## src/tgc_pkg.sv

```systemverilog
// ----------------------------------------------------------------------------
// tgc_pkg: shared types and constants for the touch gesture classifier
// Word layouts, register indexes, gesture codes and controller/datapath links.
// ----------------------------------------------------------------------------
package tgc_pkg;

   localparam int COORD_BITS     = 16;   // coordinate bits kept from a sample
   localparam int POS_BITS       = 16;   // coordinate field width on the port
   localparam int EXT_BITS       = 16;   // panel extent width
   localparam int TIME_BITS      = 32;
   localparam int DIST_BITS      = 33;   // exact dx^2 + dy^2
   localparam int SQ_BITS        = 2 * COORD_BITS;
   localparam int LIM_BITS       = 16;
   localparam int QUOT_BITS      = 17;   // Q1.16 result
   localparam int CNT_BITS       = 5;
   localparam int CSR_INDEX_BITS = 3;
   localparam int CSR_DATA_BITS  = 32;

   localparam logic [QUOT_BITS-1:0] Q_ONE = QUOT_BITS'(65536);

   // gesture codes
   localparam logic [1:0] GEST_NONE  = 2'd0;
   localparam logic [1:0] GEST_TAP   = 2'd1;
   localparam logic [1:0] GEST_LONG  = 2'd2;
   localparam logic [1:0] GEST_SWIPE = 2'd3;

   // register indexes
   localparam logic [CSR_INDEX_BITS-1:0] CSR_SWIPE_MIN  = 3'd0;
   localparam logic [CSR_INDEX_BITS-1:0] CSR_SLOP       = 3'd1;
   localparam logic [CSR_INDEX_BITS-1:0] CSR_TAP_MAX    = 3'd2;
   localparam logic [CSR_INDEX_BITS-1:0] CSR_LONG_PRESS = 3'd3;
   localparam logic [CSR_INDEX_BITS-1:0] CSR_WIDTH      = 3'd4;
   localparam logic [CSR_INDEX_BITS-1:0] CSR_HEIGHT     = 3'd5;

   // register reset values
   localparam logic [LIM_BITS-1:0]  RST_SWIPE_MIN  = 16'd40;
   localparam logic [LIM_BITS-1:0]  RST_SLOP       = 16'd10;
   localparam logic [TIME_BITS-1:0] RST_TAP_MAX    = 32'd300;
   localparam logic [TIME_BITS-1:0] RST_LONG_PRESS = 32'd600;
   localparam logic [EXT_BITS-1:0]  RST_WIDTH      = 16'd600;
   localparam logic [EXT_BITS-1:0]  RST_HEIGHT     = 16'd800;

   typedef struct packed {
      logic                 mode;
      logic [POS_BITS-1:0]  pos_x;
      logic [POS_BITS-1:0]  pos_y;
      logic                 contact;
      logic [TIME_BITS-1:0] now_time;
   } tgc_req_type;

   typedef struct packed {
      logic [1:0]           gesture;
      logic [QUOT_BITS-1:0] begin_x_norm;
      logic [QUOT_BITS-1:0] begin_y_norm;
      logic [QUOT_BITS-1:0] end_x_norm;
      logic [QUOT_BITS-1:0] end_y_norm;
      logic [TIME_BITS-1:0] held_time;
   } tgc_rsp_type;

   typedef struct packed {
      logic       capture;      // latch the input word
      logic       set_origin;   // contact start: origin point and time
      logic       set_latest;   // current point from the word
      logic       square;       // register squares and held time
      logic       div_start;    // launch both normalizers
      logic       div_origin;   // normalize origin instead of latest
      logic       latch_begin;  // normalizer results to begin and end
      logic       latch_end;    // normalizer results to end only
      logic       load_out;     // fill the output register
      logic [1:0] kind;
   } tgc_cmd_type;

   typedef struct packed {
      logic tick;
      logic contact;
      logic far_swipe;
      logic far_slop;
      logic tap_ok;
      logic hold_ok;
      logic div_busy;
   } tgc_status_type;

endpackage

```

## src/tgc_div.sv

```systemverilog
// ----------------------------------------------------------------------------
// tgc_div: Q1.16 coordinate normalizer
// Restoring divider, one quotient bit per cycle: (v*2^17 + d) / (2d), d = ext-1.
// ----------------------------------------------------------------------------
module tgc_div (
   input  logic                                clock,
   input  logic                                reset,
   input  logic                                start,
   input  logic [tgc_pkg::COORD_BITS-1:0]      value,
   input  logic [tgc_pkg::EXT_BITS-1:0]        extent,
   output logic                                busy,
   output logic [tgc_pkg::QUOT_BITS-1:0]       quot
);

   logic                              busy_ff, busy_in;
   logic [tgc_pkg::CNT_BITS-1:0]      cnt_ff, cnt_in;
   logic [tgc_pkg::QUOT_BITS:0]       rem_ff, rem_in;
   logic [tgc_pkg::QUOT_BITS-1:0]     div_ff, div_in;
   logic [tgc_pkg::QUOT_BITS-1:0]     bits_ff, bits_in;
   logic [tgc_pkg::QUOT_BITS-1:0]     quot_ff, quot_in;
   logic [tgc_pkg::EXT_BITS-1:0]      dm1;
   logic [tgc_pkg::EXT_BITS-1:0]      v_ext;
   logic [tgc_pkg::QUOT_BITS:0]       shifted;
   logic                              fits;

   assign dm1     = extent - tgc_pkg::EXT_BITS'(1);
   assign v_ext   = tgc_pkg::EXT_BITS'(value);
   assign shifted = {rem_ff[tgc_pkg::QUOT_BITS-1:0], bits_ff[tgc_pkg::QUOT_BITS-1]};
   assign fits    = shifted >= {1'b0, div_ff};

   always_comb begin
      busy_in = busy_ff;
      cnt_in  = cnt_ff;
      rem_in  = rem_ff;
      div_in  = div_ff;
      bits_in = bits_ff;
      quot_in = quot_ff;
      if (start) begin
         cnt_in  = '0;
         rem_in  = (tgc_pkg::QUOT_BITS + 1)'(v_ext);
         div_in  = {dm1, 1'b0};
         bits_in = tgc_pkg::QUOT_BITS'(dm1);
         if (extent <= tgc_pkg::EXT_BITS'(1)) begin
            quot_in = '0;
            busy_in = 1'b0;
         end else if (v_ext >= dm1) begin
            // at or past the far edge: saturate at 1.0
            quot_in = tgc_pkg::Q_ONE;
            busy_in = 1'b0;
         end else begin
            quot_in = '0;
            busy_in = 1'b1;
         end
      end else if (busy_ff) begin
         rem_in  = fits ? shifted - {1'b0, div_ff} : shifted;
         quot_in = {quot_ff[tgc_pkg::QUOT_BITS-2:0], fits};
         bits_in = {bits_ff[tgc_pkg::QUOT_BITS-2:0], 1'b0};
         cnt_in  = cnt_ff + tgc_pkg::CNT_BITS'(1);
         if (cnt_ff == tgc_pkg::CNT_BITS'(tgc_pkg::QUOT_BITS - 1)) begin
            busy_in = 1'b0;
         end
      end
   end

   always_ff @(posedge clock) begin
      if (reset) begin
         busy_ff <= 1'b0;
      end else begin
         busy_ff <= busy_in;
      end
      cnt_ff  <= cnt_in;
      rem_ff  <= rem_in;
      div_ff  <= div_in;
      bits_ff <= bits_in;
      quot_ff <= quot_in;
   end

   assign busy = busy_ff;
   assign quot = quot_ff;

endmodule

```

## src/tgc_datapath.sv

```systemverilog
// ----------------------------------------------------------------------------
// tgc_datapath: classifier datapath
// Registers, contact geometry, distance squares, normalizers and result word.
// ----------------------------------------------------------------------------
module tgc_datapath (
   input  logic                                   clock,
   input  logic                                   reset,
   input  tgc_pkg::tgc_req_type                   req_word,
   input  logic                                   csr_valid,
   output logic                                   csr_ready,
   input  logic [tgc_pkg::CSR_INDEX_BITS-1:0]     csr_index,
   input  logic [tgc_pkg::CSR_DATA_BITS-1:0]      csr_data,
   input  tgc_pkg::tgc_cmd_type                   cmd,
   output tgc_pkg::tgc_status_type                status,
   output tgc_pkg::tgc_rsp_type                   rsp_word
);

   localparam int CB = tgc_pkg::COORD_BITS;
   localparam int QB = tgc_pkg::QUOT_BITS;

   // registers
   logic [tgc_pkg::LIM_BITS-1:0]  swipe_min_ff, swipe_min_in;
   logic [tgc_pkg::LIM_BITS-1:0]  slop_ff, slop_in;
   logic [tgc_pkg::TIME_BITS-1:0] tap_max_ff, tap_max_in;
   logic [tgc_pkg::TIME_BITS-1:0] long_press_ff, long_press_in;
   logic [tgc_pkg::EXT_BITS-1:0]  width_ff, width_in;
   logic [tgc_pkg::EXT_BITS-1:0]  height_ff, height_in;

   tgc_pkg::tgc_req_type          cap_ff, cap_in;
   logic [CB-1:0]                 origin_x_ff, origin_x_in, origin_y_ff, origin_y_in;
   logic [CB-1:0]                 latest_x_ff, latest_x_in, latest_y_ff, latest_y_in;
   logic [tgc_pkg::TIME_BITS-1:0] origin_time_ff, origin_time_in;

   logic [tgc_pkg::SQ_BITS-1:0]   dx2_ff, dx2_in, dy2_ff, dy2_in;
   logic [2*tgc_pkg::LIM_BITS-1:0] swipe2_ff, swipe2_in, slop2_ff, slop2_in;
   logic [tgc_pkg::TIME_BITS-1:0] held_ff, held_in;

   logic [QB-1:0] bx_ff, bx_in, by_ff, by_in, ex_ff, ex_in, ey_ff, ey_in;
   tgc_pkg::tgc_rsp_type          rsp_ff, rsp_in;

   logic [CB-1:0]                 dx, dy, div_vx, div_vy;
   logic [tgc_pkg::DIST_BITS-1:0] dist2;
   logic                          busy_x, busy_y;
   logic [QB-1:0]                 qx, qy;

   // ---- configuration ----
   always_comb begin
      swipe_min_in  = swipe_min_ff;
      slop_in       = slop_ff;
      tap_max_in    = tap_max_ff;
      long_press_in = long_press_ff;
      width_in      = width_ff;
      height_in     = height_ff;
      if (csr_valid) begin
         case (csr_index)
            tgc_pkg::CSR_SWIPE_MIN:  swipe_min_in  = csr_data[tgc_pkg::LIM_BITS-1:0];
            tgc_pkg::CSR_SLOP:       slop_in       = csr_data[tgc_pkg::LIM_BITS-1:0];
            tgc_pkg::CSR_TAP_MAX:    tap_max_in    = csr_data[tgc_pkg::TIME_BITS-1:0];
            tgc_pkg::CSR_LONG_PRESS: long_press_in = csr_data[tgc_pkg::TIME_BITS-1:0];
            tgc_pkg::CSR_WIDTH:      width_in      = csr_data[tgc_pkg::EXT_BITS-1:0];
            tgc_pkg::CSR_HEIGHT:     height_in     = csr_data[tgc_pkg::EXT_BITS-1:0];
            default: ;
         endcase
      end
   end

   assign csr_ready = 1'b1;

   // ---- contact geometry ----
   always_comb begin
      cap_in         = cmd.capture    ? req_word : cap_ff;
      origin_x_in    = cmd.set_origin ? cap_ff.pos_x[CB-1:0] : origin_x_ff;
      origin_y_in    = cmd.set_origin ? cap_ff.pos_y[CB-1:0] : origin_y_ff;
      origin_time_in = cmd.set_origin ? cap_ff.now_time : origin_time_ff;
      latest_x_in    = cmd.set_latest ? cap_ff.pos_x[CB-1:0] : latest_x_ff;
      latest_y_in    = cmd.set_latest ? cap_ff.pos_y[CB-1:0] : latest_y_ff;
   end

   assign dx = (origin_x_ff > latest_x_ff) ? origin_x_ff - latest_x_ff
                                           : latest_x_ff - origin_x_ff;
   assign dy = (origin_y_ff > latest_y_ff) ? origin_y_ff - latest_y_ff
                                           : latest_y_ff - origin_y_ff;

   // squares are registered before the sum and compare
   always_comb begin
      dx2_in    = dx2_ff;
      dy2_in    = dy2_ff;
      swipe2_in = swipe2_ff;
      slop2_in  = slop2_ff;
      held_in   = held_ff;
      if (cmd.square) begin
         dx2_in    = dx * dx;
         dy2_in    = dy * dy;
         swipe2_in = swipe_min_ff * swipe_min_ff;
         slop2_in  = slop_ff * slop_ff;
         held_in   = cap_ff.now_time - origin_time_ff;
      end
   end

   assign dist2 = tgc_pkg::DIST_BITS'(dx2_ff) + tgc_pkg::DIST_BITS'(dy2_ff);

   always_comb begin
      status.tick      = cap_ff.mode;
      status.contact   = cap_ff.contact;
      status.far_swipe = dist2 > tgc_pkg::DIST_BITS'(swipe2_ff);
      status.far_slop  = dist2 > tgc_pkg::DIST_BITS'(slop2_ff);
      status.tap_ok    = held_ff <= tap_max_ff;
      status.hold_ok   = held_ff >= long_press_ff;
      status.div_busy  = busy_x | busy_y;
   end

   // ---- normalizers, one per axis ----
   assign div_vx = cmd.div_origin ? origin_x_ff : latest_x_ff;
   assign div_vy = cmd.div_origin ? origin_y_ff : latest_y_ff;

   tgc_div u_div_x (
      .clock  (clock),
      .reset  (reset),
      .start  (cmd.div_start),
      .value  (div_vx),
      .extent (width_ff),
      .busy   (busy_x),
      .quot   (qx)
   );

   tgc_div u_div_y (
      .clock  (clock),
      .reset  (reset),
      .start  (cmd.div_start),
      .value  (div_vy),
      .extent (height_ff),
      .busy   (busy_y),
      .quot   (qy)
   );

   always_comb begin
      bx_in = cmd.latch_begin ? qx : bx_ff;
      by_in = cmd.latch_begin ? qy : by_ff;
      ex_in = (cmd.latch_begin || cmd.latch_end) ? qx : ex_ff;
      ey_in = (cmd.latch_begin || cmd.latch_end) ? qy : ey_ff;
   end

   // ---- result word ----
   always_comb begin
      rsp_in = rsp_ff;
      if (cmd.load_out) begin
         if (cmd.kind == tgc_pkg::GEST_NONE) begin
            rsp_in = '0;
         end else begin
            rsp_in.gesture      = cmd.kind;
            rsp_in.begin_x_norm = bx_ff;
            rsp_in.begin_y_norm = by_ff;
            rsp_in.end_x_norm   = ex_ff;
            rsp_in.end_y_norm   = ey_ff;
            rsp_in.held_time    = held_ff;
         end
      end
   end

   always_ff @(posedge clock) begin
      if (reset) begin
         swipe_min_ff  <= tgc_pkg::RST_SWIPE_MIN;
         slop_ff       <= tgc_pkg::RST_SLOP;
         tap_max_ff    <= tgc_pkg::RST_TAP_MAX;
         long_press_ff <= tgc_pkg::RST_LONG_PRESS;
         width_ff      <= tgc_pkg::RST_WIDTH;
         height_ff     <= tgc_pkg::RST_HEIGHT;
      end else begin
         swipe_min_ff  <= swipe_min_in;
         slop_ff       <= slop_in;
         tap_max_ff    <= tap_max_in;
         long_press_ff <= long_press_in;
         width_ff      <= width_in;
         height_ff     <= height_in;
      end
      cap_ff         <= cap_in;
      origin_x_ff    <= origin_x_in;
      origin_y_ff    <= origin_y_in;
      origin_time_ff <= origin_time_in;
      latest_x_ff    <= latest_x_in;
      latest_y_ff    <= latest_y_in;
      dx2_ff         <= dx2_in;
      dy2_ff         <= dy2_in;
      swipe2_ff      <= swipe2_in;
      slop2_ff       <= slop2_in;
      held_ff        <= held_in;
      bx_ff          <= bx_in;
      by_ff          <= by_in;
      ex_ff          <= ex_in;
      ey_ff          <= ey_in;
      rsp_ff         <= rsp_in;
   end

   assign rsp_word = rsp_ff;

endmodule

```

## src/tgc_ctrl.sv

```systemverilog
// ----------------------------------------------------------------------------
// tgc_ctrl: classifier controller
// Contact flags, per-word sequencing, gesture decision and output handshake.
// ----------------------------------------------------------------------------
module tgc_ctrl (
   input  logic                      clock,
   input  logic                      reset,
   input  logic                      req_valid,
   output logic                      req_stall,
   output logic                      rsp_valid,
   input  logic                      rsp_stall,
   input  tgc_pkg::tgc_status_type   status,
   output tgc_pkg::tgc_cmd_type      cmd
);

   typedef enum logic [3:0] {
      ST_IDLE, ST_APPLY, ST_SQUARE, ST_DECIDE, ST_BEGIN, ST_BEGIN_WAIT,
      ST_END, ST_END_WAIT, ST_DONE
   } state_type;

   typedef enum logic {PLAN_HOLD, PLAN_LIFT} plan_type;

   state_type  state_ff, state_in;
   plan_type   plan_ff, plan_in;
   logic [1:0] kind_ff, kind_in;
   logic       touching_ff, touching_in;
   logic       swallow_ff, swallow_in;
   logic       hold_rep_ff, hold_rep_in;
   logic       rsp_valid_ff, rsp_valid_in;
   logic       out_free;

   assign out_free = !rsp_valid_ff || !rsp_stall;

   always_comb begin
      state_in     = state_ff;
      plan_in      = plan_ff;
      kind_in      = kind_ff;
      touching_in  = touching_ff;
      swallow_in   = swallow_ff;
      hold_rep_in  = hold_rep_ff;
      rsp_valid_in = rsp_valid_ff && rsp_stall;
      cmd          = '0;
      cmd.kind     = kind_ff;
      case (state_ff)
         ST_IDLE: begin
            if (req_valid) begin
               cmd.capture = 1'b1;
               state_in    = ST_APPLY;
            end
         end
         ST_APPLY: begin
            kind_in  = tgc_pkg::GEST_NONE;
            state_in = ST_SQUARE;
            if (status.tick) begin
               plan_in = PLAN_HOLD;
            end else if (status.contact && !touching_ff) begin
               // contact start
               cmd.set_origin = 1'b1;
               cmd.set_latest = 1'b1;
               touching_in    = 1'b1;
               swallow_in     = 1'b0;
               hold_rep_in    = 1'b0;
               state_in       = ST_DONE;
            end else if (status.contact) begin
               cmd.set_latest = 1'b1;
               plan_in        = PLAN_HOLD;
            end else if (!touching_ff) begin
               state_in = ST_DONE;
            end else begin
               cmd.set_latest = 1'b1;
               touching_in    = 1'b0;
               plan_in        = PLAN_LIFT;
               if (swallow_ff) begin
                  swallow_in = 1'b0;
                  state_in   = ST_DONE;
               end
            end
         end
         ST_SQUARE: begin
            cmd.square = 1'b1;
            state_in   = ST_DECIDE;
         end
         ST_DECIDE: begin
            kind_in = tgc_pkg::GEST_NONE;
            case (plan_ff)
               PLAN_HOLD: begin
                  if (touching_ff && !swallow_ff && !hold_rep_ff &&
                      status.hold_ok && !status.far_slop) begin
                     kind_in     = tgc_pkg::GEST_LONG;
                     hold_rep_in = 1'b1;
                     swallow_in  = 1'b1;
                  end
               end
               PLAN_LIFT: begin
                  if (status.far_swipe) begin
                     kind_in = tgc_pkg::GEST_SWIPE;
                  end else if (status.tap_ok && !status.far_slop) begin
                     kind_in = tgc_pkg::GEST_TAP;
                  end
               end
               default: ;
            endcase
            state_in = (kind_in == tgc_pkg::GEST_NONE) ? ST_DONE : ST_BEGIN;
         end
         ST_BEGIN: begin
            cmd.div_start  = 1'b1;
            cmd.div_origin = (kind_ff == tgc_pkg::GEST_SWIPE);
            state_in       = ST_BEGIN_WAIT;
         end
         ST_BEGIN_WAIT: begin
            if (!status.div_busy) begin
               cmd.latch_begin = 1'b1;
               state_in = (kind_ff == tgc_pkg::GEST_SWIPE) ? ST_END : ST_DONE;
            end
         end
         ST_END: begin
            cmd.div_start = 1'b1;
            state_in      = ST_END_WAIT;
         end
         ST_END_WAIT: begin
            if (!status.div_busy) begin
               cmd.latch_end = 1'b1;
               state_in      = ST_DONE;
            end
         end
         ST_DONE: begin
            if (out_free) begin
               cmd.load_out = 1'b1;
               rsp_valid_in = 1'b1;
               state_in     = ST_IDLE;
            end
         end
         default: begin
            state_in = ST_IDLE;
         end
      endcase
   end

   always_ff @(posedge clock) begin
      if (reset) begin
         state_ff     <= ST_IDLE;
         touching_ff  <= 1'b0;
         swallow_ff   <= 1'b0;
         hold_rep_ff  <= 1'b0;
         rsp_valid_ff <= 1'b0;
         plan_ff      <= PLAN_HOLD;
         kind_ff      <= tgc_pkg::GEST_NONE;
      end else begin
         state_ff     <= state_in;
         touching_ff  <= touching_in;
         swallow_ff   <= swallow_in;
         hold_rep_ff  <= hold_rep_in;
         rsp_valid_ff <= rsp_valid_in;
         plan_ff      <= plan_in;
         kind_ff      <= kind_in;
      end
   end

   assign req_stall = (state_ff != ST_IDLE);
   assign rsp_valid = rsp_valid_ff;

endmodule

```

## src/touch_gesture_classifier.sv

```systemverilog
// ----------------------------------------------------------------------------
// touch_gesture_classifier: tap, long press and swipe detection
// Contact-start words, idle lifts and swallowed lifts go straight to done; other no-gesture
//   words pass square and decide; tap/long press run one Q1.16 normalize, swipe runs two.
// Throughput: one word at a time; the next word is taken once the current one
//   reaches the output register.
// Reset (synchronous, active high): registers to defaults, no contact, no word.
// ----------------------------------------------------------------------------
// Every accepted word yields exactly one rsp word. The controller keeps the
// contact flags (touching, swallow rest of contact, long press reported) and
// walks each word through:
//   apply   - capture point into origin/latest per the contact transition
//   square  - dx^2, dy^2, limit^2 and held time into registers
//   decide  - exact 33-bit distance compares and time checks pick the gesture
//   begin   - normalize begin point (origin for swipe, current otherwise)
//   end     - swipe only: normalize current point
//   done    - hand the word to the output register when it is free
// Words that cannot give a gesture skip straight to done with a zero word.
// The output register lets a new req word in while the last rsp word waits.
// Config writes are always accepted (csr_ready high); unknown indexes are
// ignored. Write config only while no word is in flight.
// ----------------------------------------------------------------------------
module touch_gesture_classifier (
   input  logic                                clock,
   input  logic                                reset,
   // request channel
   input  logic                                req_valid,
   output logic                                req_stall,
   input  tgc_pkg::tgc_req_type                req_word,
   // result channel
   output logic                                rsp_valid,
   input  logic                                rsp_stall,
   output tgc_pkg::tgc_rsp_type                rsp_word,
   // register write port
   input  logic                                csr_valid,
   output logic                                csr_ready,
   input  logic [tgc_pkg::CSR_INDEX_BITS-1:0]  csr_index,
   input  logic [tgc_pkg::CSR_DATA_BITS-1:0]   csr_data
);

   tgc_pkg::tgc_cmd_type    cmd;
   tgc_pkg::tgc_status_type status;

   tgc_ctrl u_ctrl (
      .clock     (clock),
      .reset     (reset),
      .req_valid (req_valid),
      .req_stall (req_stall),
      .rsp_valid (rsp_valid),
      .rsp_stall (rsp_stall),
      .status    (status),
      .cmd       (cmd)
   );

   tgc_datapath u_datapath (
      .clock     (clock),
      .reset     (reset),
      .req_word  (req_word),
      .csr_valid (csr_valid),
      .csr_ready (csr_ready),
      .csr_index (csr_index),
      .csr_data  (csr_data),
      .cmd       (cmd),
      .status    (status),
      .rsp_word  (rsp_word)
   );

endmodule

```

## config.mk

```make
export PLATFORM = sky130hd
export DESIGN_NAME = touch_gesture_classifier
export DESIGN_NICKNAME = d
export VERILOG_FILES = /design/src/tgc_pkg.sv /design/src/tgc_div.sv /design/src/tgc_datapath.sv /design/src/tgc_ctrl.sv /design/src/touch_gesture_classifier.sv
export SDC_FILE = /design/constraint.sdc
export NUM_CORES = 2
export LEC_CHECK = 0
export BUFFER_PORTS_ARGS = -buffer_cell sky130_fd_sc_hd__buf_2
export CAP_MARGIN = 0
export CORE_MARGIN = 2
export CORE_UTILIZATION = 55
export CTS_CLUSTER_SIZE = 28
export DETAILED_ROUTE_END_ITERATION = 7
export PLACE_DENSITY_LB_ADDON = 0.3
export SLEW_MARGIN = 20
export SYNTH_ARGS = -nofsm -noshare
export SYNTH_HDL_FRONTEND = slang
export SYNTH_SLANG_ARGS = --single-unit
```

## constraint.sdc

```tcl
create_clock -name clock -period 20.3 [get_ports clock]
set_clock_uncertainty 0.15 [all_clocks]
set_input_delay 5.075 -clock clock [delete_from_list [all_inputs] [get_ports clock]]
set_output_delay 5.075 -clock clock [all_outputs]
set_load 0.05 [all_outputs]
```

==> Implementation_results.wiki <==
{| class="wikitable"
! Metric !! Value
|-
| Slowest cell on the critical path || sky130_fd_sc_hd__xnor2_2
|-
| Routed wire length || ~160000 um
|-
| Clock transition at the register clock pins on the worst setup and hold paths after CTS || roughly 60 ps
|-
| Worst-case clock buffer depth || 3
|-
| Via count of the first global-routing pass || ~47000
|-
| Cells resized by post-CTS repair || 0
|-
| Drt pass-1 iters || 5
|-
| Pin count of the biggest net entering global routing || 106
|-
| Required time of the worst setup path || just over 20000 ps
|-
| Syn. warnings || 0
|-
| Final setup violating endpoints || 0
|-
| Number of core rows || approximately 130
|-
| Overall fraction of global-route tracks in use || 25.9%
|-
| Mux cell area share after synthesis || 0.680%
|-
| Sequential fraction of the synthesis area || 32.5%
|-
| Die extent in y || 352 um
|-
| # IOs || 211
|-
| Syn avg cell area || 10.0 sq um
|-
| Layout net count || 8310
|-
| Class of the most critical hold timing path || flip-flop to flip-flop
|-
| H-tree Lvls || 3
|-
| Number of buffer and inverter stages on the critical path || 7
|-
| Weighted congestion at the end of routability-driven global placement || approximately 0.95
|-
| Type of destination of the critical path || flip-flop
|-
| Setup repair after global routing missed its margin || false
|-
| Remaining max-slew budget at the tightest pin || 21.2%
|-
| Ys flop type || sky130_fd_sc_hd__edfxtp_1
|-
| Least-Margin Pin Slew || around 1200 ps
|-
| Complex-gate fraction of the synthesized area || approximately a tenth
|-
| Clock tree from TritonCTS || done
|-
| Initial antenna violation count || 8
|-
| DRC marker count from the first detailed-route iteration || 2969
|-
| Share of post-route cells with drive strength above 1 || 7.01%
|-
| Simple-gate share of the synthesized area || 12.0%
|-
| Overall overflow remaining after global route || 0
|-
| Number of synthesized flops with an enable pin || 618
|-
| Clk Tree Root Cell || sky130_fd_sc_hd__clkbuf_16
|-
| Data arrival at the endpoint of the critical path || 10600 ps
|-
| Antenna viol nets, final || 0
|-
| Share of the synthesized netlist area taken by xor and xnor gates || 3.67%
|-
| Period minus WS final || 10320 ps
|-
| Net count of the mapped netlist || 8138
|-
| Final non-filler cell area || approximately 0.072 sq mm
|-
| Final count of hold timing violations || 0
|-
| Layout-stage area growth over the synthesis result || 8.58%
|-
| Number of design rule violations left after detail routing || 0
|-
| Wire length of the first global-routing pass || 255000 um
|-
| Result of the run || finished clean
|-
| Maxcap violations || 0
|-
| Max Clock Freq || 96.9 MHz
|-
| Slowest cell delay on critical path || 590 ps
|-
| Dpl hpwl || 126000 um
|-
| Placement Cell Area || between 0.06 and 0.07 sq mm
|-
| Total via count after detailed routing || around 46000
|-
| Launching element type of the critical path || flip-flop
|-
| Crit share post-route || between 50 and 60%
|-
| Synthesized flop and latch total || 773
|-
| Number of I/O port buffers || 209
|-
| Area of the mapped netlist || 0.0666 sq mm
|-
| Die X-Extent || 352 um
|-
| Area share of fa/ha/maj cells after synthesis || around a third
|-
| Max Slew Vio Count || 0
|-
| Largest fanout on the critical path || 19
|-
| Hold_buf cts || 0
|-
| Clock sink count || 773
|-
| Post-CTS setup repair buffer count || 0
|-
| Core outline area || 0.120 sq mm
|-
| Vias per cell || 5.41
|-
| Initial cell density of the core || 55.5%
|-
| Area of the die || 0.124 sq mm
|-
| Distinct cell type count of the synthesized netlist || 91
|-
| Largest family of logic cells by synthesized area || adder cells
|-
| Latest clock arrival within the worst-skew pair || about 710 ps
|-
| Cell count after synthesis || 6659
|-
| Critical path class || flip-flop to flip-flop
|-
| Post-route setup TNS || 0 ps
|-
| Kind of cell adding the most delay to the critical path || adder cells
|-
| Average detailed-routed wire length per instance || 18.6 um
|-
| Async set-reset flop share out of synthesis || 0%
|-
| Number of buffers inserted during clock tree synthesis || 86
|}
## per-layer routing
layer	routed length [um]	vias up	GRT usage, %
met2	74100	1225	42.1
met4	4590	8	7.58
li1	-	22056	-
met5	54	-	0
met1	70000	22550	35.7
met3	9940	272	4.35
## synthesized netlist by cell type, types with 18 or more instances
library cell,instances,area (sq um)
sky130_fd_sc_hd__a211oi_1,22,165
sky130_fd_sc_hd__a21o_1,164,1230
sky130_fd_sc_hd__a21oi_1,389,1950
sky130_fd_sc_hd__a31oi_1,18,113
sky130_fd_sc_hd__and2_1,157,982
sky130_fd_sc_hd__and3_1,25,156
sky130_fd_sc_hd__buf_2,23,115
sky130_fd_sc_hd__clkbuf_1,140,526
sky130_fd_sc_hd__dfxtp_1,155,3100
sky130_fd_sc_hd__edfxtp_1,618,18600
sky130_fd_sc_hd__fa_1,661,13200
sky130_fd_sc_hd__ha_1,712,8910
sky130_fd_sc_hd__inv_1,1274,4780
sky130_fd_sc_hd__mux2i_1,34,340
sky130_fd_sc_hd__nand2_1,688,2580
sky130_fd_sc_hd__nand2b_1,65,407
sky130_fd_sc_hd__nand3_1,56,280
sky130_fd_sc_hd__nand3b_1,19,143
sky130_fd_sc_hd__nand4_1,50,313
sky130_fd_sc_hd__nor2_1,367,1380
sky130_fd_sc_hd__nor2b_1,163,1020
sky130_fd_sc_hd__nor3_1,52,260
sky130_fd_sc_hd__o21a_1,32,240
sky130_fd_sc_hd__o21ai_0,218,1090
sky130_fd_sc_hd__o21bai_1,34,255
sky130_fd_sc_hd__xnor2_1,174,1520
sky130_fd_sc_hd__xor2_1,84,736
## registers in the layout, indices dropped and copies added, names as in the netlist, 31 cells and up
name,cells
u_datapath.rsp_word,102
u_datapath.long_press_ff,32
u_datapath.origin_time_ff,32
u_datapath.dx2_ff,31
u_datapath.slop2_ff,31
u_datapath.cap_ff,64
u_datapath.swipe2_ff,31
u_datapath.dy2_ff,31
u_datapath.held_ff,32
u_datapath.tap_max_ff,32
## cells in the final DEF (no fill, tap or decap), types with 10 or more instances in the layout
master,count
sky130_fd_sc_hd__inv_1,1274
sky130_fd_sc_hd__ha_1,712
sky130_fd_sc_hd__nand2_1,687
sky130_fd_sc_hd__fa_1,661
sky130_fd_sc_hd__edfxtp_1,618
sky130_fd_sc_hd__a21oi_1,388
sky130_fd_sc_hd__nor2_1,360
sky130_fd_sc_hd__o21ai_0,218
sky130_fd_sc_hd__buf_2,208
sky130_fd_sc_hd__xnor2_1,173
sky130_fd_sc_hd__a21o_1,164
sky130_fd_sc_hd__nor2b_1,163
sky130_fd_sc_hd__and2_1,156
sky130_fd_sc_hd__dfxtp_1,155
sky130_fd_sc_hd__clkbuf_16,92
sky130_fd_sc_hd__xor2_1,84
sky130_fd_sc_hd__nand2b_1,62
sky130_fd_sc_hd__nand3_1,56
sky130_fd_sc_hd__nand4_1,50
sky130_fd_sc_hd__nor3_1,50
sky130_fd_sc_hd__buf_4,49
sky130_fd_sc_hd__mux2i_1,34
sky130_fd_sc_hd__o21bai_1,34
sky130_fd_sc_hd__o21a_1,31
sky130_fd_sc_hd__and3_1,24
sky130_fd_sc_hd__a211oi_1,22
sky130_fd_sc_hd__nand3b_1,19
sky130_fd_sc_hd__a31oi_1,18
sky130_fd_sc_hd__o211ai_1,17
sky130_fd_sc_hd__nor4_1,16
sky130_fd_sc_hd__or2_2,16
sky130_fd_sc_hd__or3_1,16
sky130_fd_sc_hd__clkinv_2,16
sky130_fd_sc_hd__a211o_1,15
sky130_fd_sc_hd__clkinv_1,15
sky130_fd_sc_hd__a31o_2,14
sky130_fd_sc_hd__o31ai_1,14
sky130_fd_sc_hd__clkbuf_1,11
sky130_fd_sc_hd__mux2_2,10
## path summary, 6_finish.rpt
| check | cells past startpoint | startpoint | end | slack [ps] |
|---|---|---|---|---|
| worst min-delay path | 0 | u_datapath.cap_ff[0]$_DFFE_PP_ | u_datapath.origin_time_ff[0]$_DFFE_PP_ | 300 |
| worst min register to register | 0 | u_datapath.cap_ff[0]$_DFFE_PP_ | u_datapath.origin_time_ff[0]$_DFFE_PP_ | 300 |
| worst max-delay path | 34 | u_datapath.latest_x_ff[0]$_DFFE_PP_ | u_datapath.dx2_ff[31]$_DFFE_PP_ | 9980 |
| worst max register to register | 34 | u_datapath.latest_x_ff[0]$_DFFE_PP_ | u_datapath.dx2_ff[31]$_DFFE_PP_ | 9980 |
## area by class of cell
| type | instances | area (sq um) |
|---|---|---|
| Clock buffer | 106 | 2380 |
| Clock inverter | 52 | 510 |
| Sequential cell | 773 | 21700 |
| Tap cell | 1612 | 2020 |
| Multi-Input combinational cell | 4429 | 39500 |
| Timing Repair Buffer | 258 | 1430 |
| Fill cell | 10032 | 47800 |
| Inverter | 1283 | 4820 |
| Antenna cell | 3 | 7.51 |
## metrics by stage
step           utilization, %  hold slack [ps]  instances  setup slack [ps]
6_report                 60.2              299       8516              9980
5_1_grt                  60.2              311       8514              9480
4_1_cts                  60.2              301       8513             10050
3_5_place_dp             57.8              290       8355             10110
3_3_place_gp             57.8              283       8354             10350
2_1_floorplan               -              271       6659              9660
## worst register-to-register path, delay by kind of cell, from the launching register on
family                   cells  cell delay (ps)
buffers and inverters        7              400
XOR/XNOR                     2              720
flip-flops                   1              410
AND/OR/NAND/NOR              2              270
AO/OA/AOI/OAI               13             3750
adder cells (fa/ha/maj)      9             3940
multiplexers                 1              420
## cells by family after synthesis
| logic type | Yosys count |
|---|---|
| and+or+nand+nor | 1712 |
| AOI/OAI and AO/OA | 1031 |
| muxes | 44 |
| buffers and inverters | 1457 |
| adders and majority gates | 1373 |
| DFF | 773 |
| xor gates and xnor gates | 268 |
| other | 1 |
Power is left out: the tool's default activity adds up to more than one toggle a clock period on the data nets, which glitch-free logic cannot reach.
